File: src/design/ordered_list_store_top_defines.svh
// Assertion macros of the list store RTL, used by the sequencer.
`ifndef ORDERED_LIST_STORE_TOP_DEFINES_SVH
`define ORDERED_LIST_STORE_TOP_DEFINES_SVH

// Checked on every rising clock edge outside reset.
`define OLS_ASSERT(label, prop, msg) \
    label: assert property (@(posedge i_clk) disable iff (!i_rst_n) prop) \
        else $error(msg);

// Checked on every rising clock edge, reset included.
`define OLS_ASSERT_ALWAYS(label, prop, msg) \
    label: assert property (@(posedge i_clk) prop) else $error(msg);

`endif

File: src/design/ols_pkg.sv
// Types and constants of the ordered list store.
`default_nettype none

package ols_pkg;

    localparam int OLS_CAPACITY = 16;
    localparam int OLS_DATA_W   = 32;
    localparam int OLS_LEN_W    = 5;

    typedef enum logic [1:0] {
        ACT_INSERT = 2'd0,
        ACT_APPEND = 2'd1,
        ACT_DELETE = 2'd2,
        ACT_DUMP   = 2'd3
    } t_ols_action;

    typedef enum logic [1:0] {
        ST_OK       = 2'd0,
        ST_FULL     = 2'd1,
        ST_NOTFOUND = 2'd2,
        ST_EMPTY    = 2'd3
    } t_ols_status;

    typedef enum logic [1:0] {
        S_IDLE,
        S_START,
        S_WALK,
        S_TAIL
    } t_ols_state;

    typedef struct packed {
        t_ols_action                  action;
        logic signed [OLS_DATA_W-1:0] value;
    } t_ols_in;

    typedef struct packed {
        t_ols_status                  status;
        logic signed [OLS_DATA_W-1:0] item;
        logic                         last;
        logic [OLS_LEN_W-1:0]         length;
    } t_ols_out;

endpackage

`default_nettype wire

File: src/design/ordered_list_store_top.sv
// Ordered list store: top level joining the sequencer and the slot memories.
//
// Usage:
//   Input channel (i_in_valid / o_in_ready / i_in) carries one request: an
//   action (insert at front, append at back, delete first match, dump) and a
//   signed 32-bit value. Output channel (o_out_valid / i_out_ready / o_out)
//   carries results: status, item, last and length after the request.
//   Every request gives one result, except a dump of a non-empty list, which
//   gives one result per element, front to back, last marked.
//   o_in_ready is high only while the sequencer is idle; a request is taken
//   even while the previous result still waits in the output register.
//   The start state reads the head; front insert, rejects and empty-list
//   cases give their result there. Append walks to the tail, links the new
//   slot behind it and writes it in the tail state; delete walks to a match
//   or the tail; a dump gives each element as it walks. One link per cycle
//   is followed through the registered read port, unless a stalled receiver
//   holds the sequencer at a result; nothing is lost or repeated. No new
//   request is taken before the final result is registered.
//   Synchronous active-low reset empties the list and drops any pending
//   result; memory contents are not cleared and need not be.
`default_nettype none

module ordered_list_store_top #(
    parameter int CAPACITY = ols_pkg::OLS_CAPACITY
) (
    input  wire logic              i_clk,
    input  wire logic              i_rst_n,
    input  wire logic              i_in_valid,
    output logic                   o_in_ready,
    input  wire ols_pkg::t_ols_in  i_in,
    output logic                   o_out_valid,
    input  wire logic              i_out_ready,
    output ols_pkg::t_ols_out      o_out
);

    localparam int SW = $clog2(CAPACITY);

    logic [SW-1:0]                         rd_addr;
    logic signed [ols_pkg::OLS_DATA_W-1:0] rd_elem;
    logic [SW-1:0]                         rd_link;
    logic                                  elem_we;
    logic [SW-1:0]                         elem_waddr;
    logic signed [ols_pkg::OLS_DATA_W-1:0] elem_wdata;
    logic                                  link_we;
    logic [SW-1:0]                         link_waddr;
    logic [SW-1:0]                         link_wdata;

    ols_ctrl #(
        .CAPACITY(CAPACITY)
    ) u_ctrl (
        .i_clk        (i_clk),
        .i_rst_n      (i_rst_n),
        .i_in_valid   (i_in_valid),
        .o_in_ready   (o_in_ready),
        .i_in         (i_in),
        .o_out_valid  (o_out_valid),
        .i_out_ready  (i_out_ready),
        .o_out        (o_out),
        .o_rd_addr    (rd_addr),
        .i_rd_elem    (rd_elem),
        .i_rd_link    (rd_link),
        .o_elem_we    (elem_we),
        .o_elem_waddr (elem_waddr),
        .o_elem_wdata (elem_wdata),
        .o_link_we    (link_we),
        .o_link_waddr (link_waddr),
        .o_link_wdata (link_wdata)
    );

    ols_store #(
        .CAPACITY(CAPACITY)
    ) u_store (
        .i_clk        (i_clk),
        .i_rd_addr    (rd_addr),
        .o_rd_elem    (rd_elem),
        .o_rd_link    (rd_link),
        .i_elem_we    (elem_we),
        .i_elem_waddr (elem_waddr),
        .i_elem_wdata (elem_wdata),
        .i_link_we    (link_we),
        .i_link_waddr (link_waddr),
        .i_link_wdata (link_wdata)
    );

endmodule

`default_nettype wire

File: src/design/ols_store.sv
// Element and link memories: one write port each, one shared registered read port.
`default_nettype none

module ols_store #(
    parameter int CAPACITY = ols_pkg::OLS_CAPACITY,
    localparam int SW = $clog2(CAPACITY)
) (
    input  wire logic                                  i_clk,
    input  wire logic [SW-1:0]                         i_rd_addr,
    output logic signed [ols_pkg::OLS_DATA_W-1:0]      o_rd_elem,
    output logic [SW-1:0]                              o_rd_link,
    input  wire logic                                  i_elem_we,
    input  wire logic [SW-1:0]                         i_elem_waddr,
    input  wire logic signed [ols_pkg::OLS_DATA_W-1:0] i_elem_wdata,
    input  wire logic                                  i_link_we,
    input  wire logic [SW-1:0]                         i_link_waddr,
    input  wire logic [SW-1:0]                         i_link_wdata
);

    logic signed [ols_pkg::OLS_DATA_W-1:0] elem_mem [CAPACITY];
    logic [SW-1:0]                         link_mem [CAPACITY];
    logic signed [ols_pkg::OLS_DATA_W-1:0] r_rd_elem;
    logic [SW-1:0]                         r_rd_link;

    always_ff @(posedge i_clk) begin
        if (i_elem_we) begin
            elem_mem[i_elem_waddr] <= i_elem_wdata;
        end
        r_rd_elem <= elem_mem[i_rd_addr];
    end

    always_ff @(posedge i_clk) begin
        if (i_link_we) begin
            link_mem[i_link_waddr] <= i_link_wdata;
        end
        r_rd_link <= link_mem[i_rd_addr];
    end

    assign o_rd_elem = r_rd_elem;
    assign o_rd_link = r_rd_link;

endmodule

`default_nettype wire

File: src/design/ols_ctrl.sv
// Request sequencer: list walk, free map, head and count, result register.
`default_nettype none
`include "ordered_list_store_top_defines.svh"

module ols_ctrl #(
    parameter int CAPACITY = ols_pkg::OLS_CAPACITY,
    localparam int SW = $clog2(CAPACITY),
    localparam int CW = $clog2(CAPACITY + 1)
) (
    input  wire logic                                  i_clk,
    input  wire logic                                  i_rst_n,
    input  wire logic                                  i_in_valid,
    output logic                                       o_in_ready,
    input  wire ols_pkg::t_ols_in                      i_in,
    output logic                                       o_out_valid,
    input  wire logic                                  i_out_ready,
    output ols_pkg::t_ols_out                          o_out,
    output logic [SW-1:0]                              o_rd_addr,
    input  wire logic signed [ols_pkg::OLS_DATA_W-1:0] i_rd_elem,
    input  wire logic [SW-1:0]                         i_rd_link,
    output logic                                       o_elem_we,
    output logic [SW-1:0]                              o_elem_waddr,
    output logic signed [ols_pkg::OLS_DATA_W-1:0]      o_elem_wdata,
    output logic                                       o_link_we,
    output logic [SW-1:0]                              o_link_waddr,
    output logic [SW-1:0]                              o_link_wdata
);

    ols_pkg::t_ols_state r_state, n_state;
    ols_pkg::t_ols_in    r_req, n_req;
    logic [CAPACITY-1:0] r_used, n_used;
    logic [SW-1:0]       r_head, n_head;
    logic [CW-1:0]       r_count, n_count;
    logic [SW-1:0]       r_cur, n_cur;
    logic [SW-1:0]       r_prev, n_prev;
    logic [SW-1:0]       r_idx, n_idx;
    logic                r_out_valid, n_out_valid;
    ols_pkg::t_ols_out   r_out, n_out;

    logic [SW-1:0]       free_slot;
    logic                out_free;
    logic                full;
    logic                at_last;
    logic                match;
    logic                emit;
    ols_pkg::t_ols_status emit_status;
    logic signed [ols_pkg::OLS_DATA_W-1:0] emit_item;
    logic                emit_last;
    logic [CW+ols_pkg::OLS_LEN_W-1:0] len_ext;

    // lowest numbered free slot
    always_comb begin
        free_slot = '0;
        for (int i = CAPACITY - 1; i >= 0; i--) begin
            if (!r_used[i]) begin
                free_slot = SW'(i);
            end
        end
    end

    assign out_free = !r_out_valid || i_out_ready;
    assign full     = (r_count == CW'(CAPACITY));
    assign at_last  = (CW'(r_idx) == (r_count - CW'(1)));
    assign match    = (i_rd_elem == r_req.value);

    always_comb begin
        n_state     = r_state;
        n_req       = r_req;
        n_used      = r_used;
        n_head      = r_head;
        n_count     = r_count;
        n_cur       = r_cur;
        n_prev      = r_prev;
        n_idx       = r_idx;
        n_out_valid = r_out_valid && !i_out_ready;
        n_out       = r_out;

        o_in_ready   = 1'b0;
        o_rd_addr    = r_cur;
        o_elem_we    = 1'b0;
        o_elem_waddr = free_slot;
        o_elem_wdata = r_req.value;
        o_link_we    = 1'b0;
        o_link_waddr = free_slot;
        o_link_wdata = r_head;

        emit        = 1'b0;
        emit_status = ols_pkg::ST_OK;
        emit_item   = '0;
        emit_last   = 1'b1;

        case (r_state)
            ols_pkg::S_IDLE: begin
                o_in_ready = 1'b1;
                o_rd_addr  = r_head;
                if (i_in_valid) begin
                    n_req   = i_in;
                    n_state = ols_pkg::S_START;
                end
            end
            ols_pkg::S_START: begin
                // head read issued here, data is ready in the walk state
                o_rd_addr = r_head;
                n_cur     = r_head;
                n_prev    = r_head;
                n_idx     = '0;
                case (r_req.action)
                    ols_pkg::ACT_INSERT, ols_pkg::ACT_APPEND: begin
                        if (full) begin
                            if (out_free) begin
                                emit        = 1'b1;
                                emit_status = ols_pkg::ST_FULL;
                                n_state     = ols_pkg::S_IDLE;
                            end
                        end else if (r_req.action == ols_pkg::ACT_INSERT || r_count == '0) begin
                            if (out_free) begin
                                o_elem_we          = 1'b1;
                                o_link_we          = 1'b1;
                                n_head             = free_slot;
                                n_used[free_slot]  = 1'b1;
                                n_count            = r_count + CW'(1);
                                emit               = 1'b1;
                                n_state            = ols_pkg::S_IDLE;
                            end
                        end else begin
                            n_state = ols_pkg::S_WALK;
                        end
                    end
                    ols_pkg::ACT_DELETE: begin
                        if (r_count == '0) begin
                            if (out_free) begin
                                emit        = 1'b1;
                                emit_status = ols_pkg::ST_NOTFOUND;
                                n_state     = ols_pkg::S_IDLE;
                            end
                        end else begin
                            n_state = ols_pkg::S_WALK;
                        end
                    end
                    default: begin
                        if (r_count == '0) begin
                            if (out_free) begin
                                emit        = 1'b1;
                                emit_status = ols_pkg::ST_EMPTY;
                                n_state     = ols_pkg::S_IDLE;
                            end
                        end else begin
                            n_state = ols_pkg::S_WALK;
                        end
                    end
                endcase
            end
            ols_pkg::S_WALK: begin
                case (r_req.action)
                    ols_pkg::ACT_APPEND: begin
                        if (at_last) begin
                            // hook the new slot behind the tail
                            o_link_we    = 1'b1;
                            o_link_waddr = r_cur;
                            o_link_wdata = free_slot;
                            n_state      = ols_pkg::S_TAIL;
                        end else begin
                            o_rd_addr = i_rd_link;
                            n_prev    = r_cur;
                            n_cur     = i_rd_link;
                            n_idx     = r_idx + SW'(1);
                        end
                    end
                    ols_pkg::ACT_DELETE: begin
                        if (match) begin
                            if (out_free) begin
                                if (r_idx == '0) begin
                                    n_head = i_rd_link;
                                end else begin
                                    o_link_we    = 1'b1;
                                    o_link_waddr = r_prev;
                                    o_link_wdata = i_rd_link;
                                end
                                n_used[r_cur] = 1'b0;
                                n_count       = r_count - CW'(1);
                                emit          = 1'b1;
                                n_state       = ols_pkg::S_IDLE;
                            end
                        end else if (at_last) begin
                            if (out_free) begin
                                emit        = 1'b1;
                                emit_status = ols_pkg::ST_NOTFOUND;
                                n_state     = ols_pkg::S_IDLE;
                            end
                        end else begin
                            o_rd_addr = i_rd_link;
                            n_prev    = r_cur;
                            n_cur     = i_rd_link;
                            n_idx     = r_idx + SW'(1);
                        end
                    end
                    ols_pkg::ACT_DUMP: begin
                        // stalled receiver: keep re-reading the current slot
                        if (out_free) begin
                            emit      = 1'b1;
                            emit_item = i_rd_elem;
                            emit_last = at_last;
                            if (at_last) begin
                                n_state = ols_pkg::S_IDLE;
                            end else begin
                                o_rd_addr = i_rd_link;
                                n_prev    = r_cur;
                                n_cur     = i_rd_link;
                                n_idx     = r_idx + SW'(1);
                            end
                        end
                    end
                    default: begin
                        n_state = ols_pkg::S_IDLE;
                    end
                endcase
            end
            ols_pkg::S_TAIL: begin
                if (out_free) begin
                    o_elem_we         = 1'b1;
                    o_link_we         = 1'b1;
                    o_link_wdata      = '0;
                    n_used[free_slot] = 1'b1;
                    n_count           = r_count + CW'(1);
                    emit              = 1'b1;
                    n_state           = ols_pkg::S_IDLE;
                end
            end
            default: begin
                n_state = ols_pkg::S_IDLE;
            end
        endcase

        len_ext = {{ols_pkg::OLS_LEN_W{1'b0}}, n_count};
        if (emit) begin
            n_out_valid  = 1'b1;
            n_out.status = emit_status;
            n_out.item   = emit_item;
            n_out.last   = emit_last;
            n_out.length = len_ext[ols_pkg::OLS_LEN_W-1:0];
        end
    end

    always_ff @(posedge i_clk) begin
        if (!i_rst_n) begin
            r_state     <= ols_pkg::S_IDLE;
            r_used      <= '0;
            r_head      <= '0;
            r_count     <= '0;
            r_out_valid <= 1'b0;
        end else begin
            r_state     <= n_state;
            r_used      <= n_used;
            r_head      <= n_head;
            r_count     <= n_count;
            r_out_valid <= n_out_valid;
        end
    end

    always_ff @(posedge i_clk) begin
        r_req  <= n_req;
        r_cur  <= n_cur;
        r_prev <= n_prev;
        r_idx  <= n_idx;
        r_out  <= n_out;
    end

    assign o_out_valid = r_out_valid;
    assign o_out       = r_out;

    `OLS_ASSERT(a_count_bound, r_count <= CAPACITY, "element count above capacity")
    `OLS_ASSERT(a_map_matches_count, $countones(r_used) == r_count, "free map and count disagree")
    `OLS_ASSERT(a_accept_starts, (r_state == ols_pkg::S_IDLE && i_in_valid) |=> (r_state == ols_pkg::S_START), "accepted request did not start")
    `OLS_ASSERT_ALWAYS(a_reset_clears, !i_rst_n |=> (r_count == '0 && r_used == '0 && !r_out_valid), "reset left list state")

endmodule

`default_nettype wire

File: config.mk
export PLATFORM = sky130hd
export DESIGN_NAME = ordered_list_store_top
export DESIGN_NICKNAME = d
export VERILOG_FILES = /design/src/design/ols_pkg.sv /design/src/design/ordered_list_store_top.sv /design/src/design/ols_store.sv /design/src/design/ols_ctrl.sv
export VERILOG_INCLUDE_DIRS = /design/src /design/src/design
export SDC_FILE = /design/constraint.sdc
export NUM_CORES = 1
export LEC_CHECK = 0
export BUFFER_PORTS_ARGS = -buffer_cell sky130_fd_sc_hd__buf_2
export CAP_MARGIN = 0
export CORE_MARGIN = 2
export CORE_UTILIZATION = 58
export CTS_BUF_LIST = sky130_fd_sc_hd__clkbuf_4
export DETAILED_ROUTE_END_ITERATION = 12
export HOLD_SLACK_MARGIN = 0.12
export PLACE_DENSITY = 0.78
export SETUP_SLACK_MARGIN = 0.3
export SLEW_MARGIN = 0
export SYNTH_ARGS = -nofsm -noshare
export SYNTH_HDL_FRONTEND = slang
export SYNTH_SLANG_ARGS = --single-unit
File: constraint.sdc
create_clock -name i_clk -period 5.7 [get_ports i_clk]
set_clock_uncertainty 0.1 [all_clocks]
set_input_delay 0.57 -clock i_clk [delete_from_list [all_inputs] [get_ports i_clk]]
set_output_delay 0.57 -clock i_clk [all_outputs]
set_load 0.02 [all_outputs]
==> impl_metrics.tcl <==
set metrics [dict create \
    status "complete, no violations" \
    fmax_ghz 0.210 \
    core_sq_mm 0.0499 \
    power.total_mw 11.5 \
    die_w_um 228 \
    drtAntennaViolNets 0 \
    ys.flop_type "edfxtp_1" \
    crit_fanout 22 \
    wl_um 72100 \
    ys_ff_latch 726 \
    holdCritStartpoint "i_in[3]" \
    cp.arrival_ns 5.51 \
    syn_nets 1867 \
    grt_max_degree 62 \
    finalHoldViolCount 0 \
    worst_ep_required_time_ns 6.45 \
    root_buffer "clkbuf_4" \
    worstPathCellList "xor2_1, nor4_2, nand4_2, nor3_4, a21oi_2, o221a_1, nand3_2, buf_4, o22ai_1, or4_1" \
    min_period_ns 4.76 \
    synth_edf_count 662 \
    cp_num_cells 10 \
    dp_cells 2527 \
    r2r_start "u_ctrl.o_elem_wdata[17]" \
    ir_drop_mv 0.245 \
    stdcell_count 2903 \
    syn_area_sq_mm 0.0291 \
    max_stage_delay_ns 0.68 \
    fin_ws_ns 0.943 \
    maxCapViolCount 0 \
    setup_total_negative_slack_ns 0 \
    place_ws_ns 1.11 \
    synth_cell_types 73 \
    fin_crit_sh 0.834 \
    rrSetupSlack_ns 0.94 \
    dr.pass1.iters 7 \
    overflow 0 \
    io_buffers 79 \
    yosysTopAreaCell "edfxtp_1" \
    worstMarginPinSlew_ns 1.13 \
    synth_seq_area_share 0.726 \
    cts_setup_buffers 0 \
    worst_r2r_endpoint "u_store.o_rd_elem[27]" \
    hold_class "in -> reg" \
    crit_type "reg -> reg" \
    cts_buffers 174 \
    endpoint_kind "flip-flop" \
    cts.clk_slew.worst_paths_ns 0.07 \
    initial_core_util 0.584 \
    syn_avg_cell_area_sq_um 16.0 \
    die_area_sq_mm 0.0520 \
    cpMaxStageDelayCell "nor4_2" \
    netlist_top_cells_area "edfxtp_1 68%, mux2i_1 8.8%, dfxtp_1 4.4%" \
    clk_path_buf_depth 3 \
    antenna_found_initial 5 \
    drive_gt1_frac 0.217 \
    dpl.hpwl_um 41900 \
    final_cell_area_sq_mm 0.0333 \
    slew_headroom 0.245 \
    post-synth-top-count-cell "edfxtp_1" \
    vias_per_cell 6.14 \
    synthTopCellsByCount "662 x edfxtp_1, 255 x mux2i_1, 109 x o22ai_1" \
    nNetsFinal 2139 \
    min_path_cells 2 \
    grt_usage 0.280 \
    rsz0062_at_grt "false" \
    drc_errors 0 \
    worstSetupStartpointType "flip-flop" \
    drtIter0Drc 1699 \
    die_y_um 228 \
    globalplace.congestion 0.981 \
    cts_tree "built" \
    clock_latency_ns 1.02 \
    p_leak_nw 12.8 \
    path_buf_inv 1 \
    h-tree-depth 4 \
    p_per_area_mw_per_mm2 343 \
    routedWlPerCell_um 24.8 \
    grt_pass1_vias 17800 \
    setup_viol_count_final 0 \
    io_pins 80 \
    yosys.area.top_type_share 0.682 \
    synth_cells 1816 \
    synthArstFlopShare 0 \
    placed_cell_area_sq_mm 0.0304 \
    clkSinkCount 726 \
    vias 17800 \
    drv_slew 0 \
    grt_pass1_wl_um 108000 \
    area.growth.synth_to_final_pct 14.5 \
    r2r_cells 10 \
    whs_endpoint "u_ctrl.o_elem_wdata[3]" \
    cpLargestDelayFamily "simple AND/OR/NAND/NOR gates" \
    rows 82 \
    yosysWarningCount 0 \
]
## routing by layer
layer | GRT usage | vias to the layer above | part of all wire
met5 | 0 | - | 0.00033
met4 | 0.121 | 4 | 0.038
met3 | 0.0751 | 210 | 0.097
met2 | 0.438 | 1024 | 0.47
met1 | 0.373 | 8790 | 0.40
li1 | - | 7806 | -
## kinds of logic (layout without fill, tap and decap cells)
family	Yosys count	count (layout)	share of synthesized area
DFF	726	726	0.726
muxes	292	292	0.102
adders and majority gates	13	13	0.00558
buffers and inverters	117	529	0.0225
xor gates and xnor gates	40	40	0.0120
AOI/OAI and AO/OA	324	324	0.0727
and+or+nand+nor	304	304	0.0589
other	0	3	0
## metrics by stage
step / utilization / hold WS, ns
6_report: 0.669 / 0.217
5_1_grt: 0.669 / 0.147
4_1_cts: 0.669 / 0.120
3_5_place_dp: 0.610 / 0.406
3_3_place_gp: 0.610 / 0.392
2_1_floorplan: - / 0.376
## worst max path at each step
| stage | to | slack [ns] | start |
|---|---|---|---|
| 2_1_floorplan | u_ctrl.o_out[0] | 1.46 | u_ctrl.r_count[0] |
| 3_3_place_gp | u_store.o_rd_link[2] | 1.26 | u_ctrl.o_elem_wdata[3] |
| 3_5_place_dp | u_store.o_rd_elem[27] | 1.11 | u_ctrl.o_elem_wdata[10] |
| 4_1_cts | u_store.o_rd_elem[27] | 1.09 | u_ctrl.o_elem_wdata[17] |
| 5_1_grt | u_store.o_rd_elem[25] | 0.81 | u_ctrl.o_elem_wdata[17] |
| 6_report | u_store.o_rd_elem[27] | 0.94 | u_ctrl.o_elem_wdata[17] |
## layout by cell type (no fill, tap or decap), drive strengths merged, types with 57 or more instances in the layout
cell and n:
o21ai 61, nor2 72, nand2 64, o22ai 109
buf 129, dlygate4sd3 57, mux2i 255, clkbuf 265
edfxtp 662, dfxtp 64
## cell type report
class / instances / area, sq um
flip-flops and latches: 726 / 21200
well taps: 672 / 841
clock inverters: 51 / 359
diodes: 3 / 7.51
repair buffers: 186 / 1400
multi-input cells: 973 / 7480
clock buffers: 265 / 1990
inverters: 27 / 101
fillers: 3414 / 16500
## worst reg2reg max path, delay by kind of cell (launching register included)
family / cells / cell delay (ns)
AND/OR/NAND/NOR: 5 / 2.63
AO/OA/AOI/OAI: 3 / 0.69
flip-flops: 1 / 0.60
buffers and inverters: 1 / 0.33
XOR/XNOR: 1 / 0.25
## where the power goes
group | internal [mW] | leakage (nW) | total [mW] | switching [mW]
Combinational | 0.351 | 4.92 | 0.911 | 0.561
Clock | 2.39 | 1.39 | 4.39 | 2.00
Sequential | 5.98 | 6.47 | 6.15 | 0.179
## registers in the layout, indices dropped and copies added, names as in the netlist
register,flops
u_ctrl.r_cur,4
u_store.elem_mem,512
u_ctrl.r_count,5
u_store.link_mem,64
u_ctrl.r_idx,4
u_ctrl.o_elem_wdata,32
u_ctrl.o_out,40
u_store.o_rd_elem,32
u_store.o_rd_link,4
u_ctrl.r_head,4
u_ctrl.r_prev,4
u_ctrl.r_used,16
u_ctrl.r_req,2
u_ctrl.r_state,2
u_ctrl.o_out_valid,1
## repair_timing
item | CTS | global route
hold endpoints to repair | 56 | 0
gates resized for setup | 0 | 0
hold buffers | 57 | 0
Power figures use the tool's default switching activity.
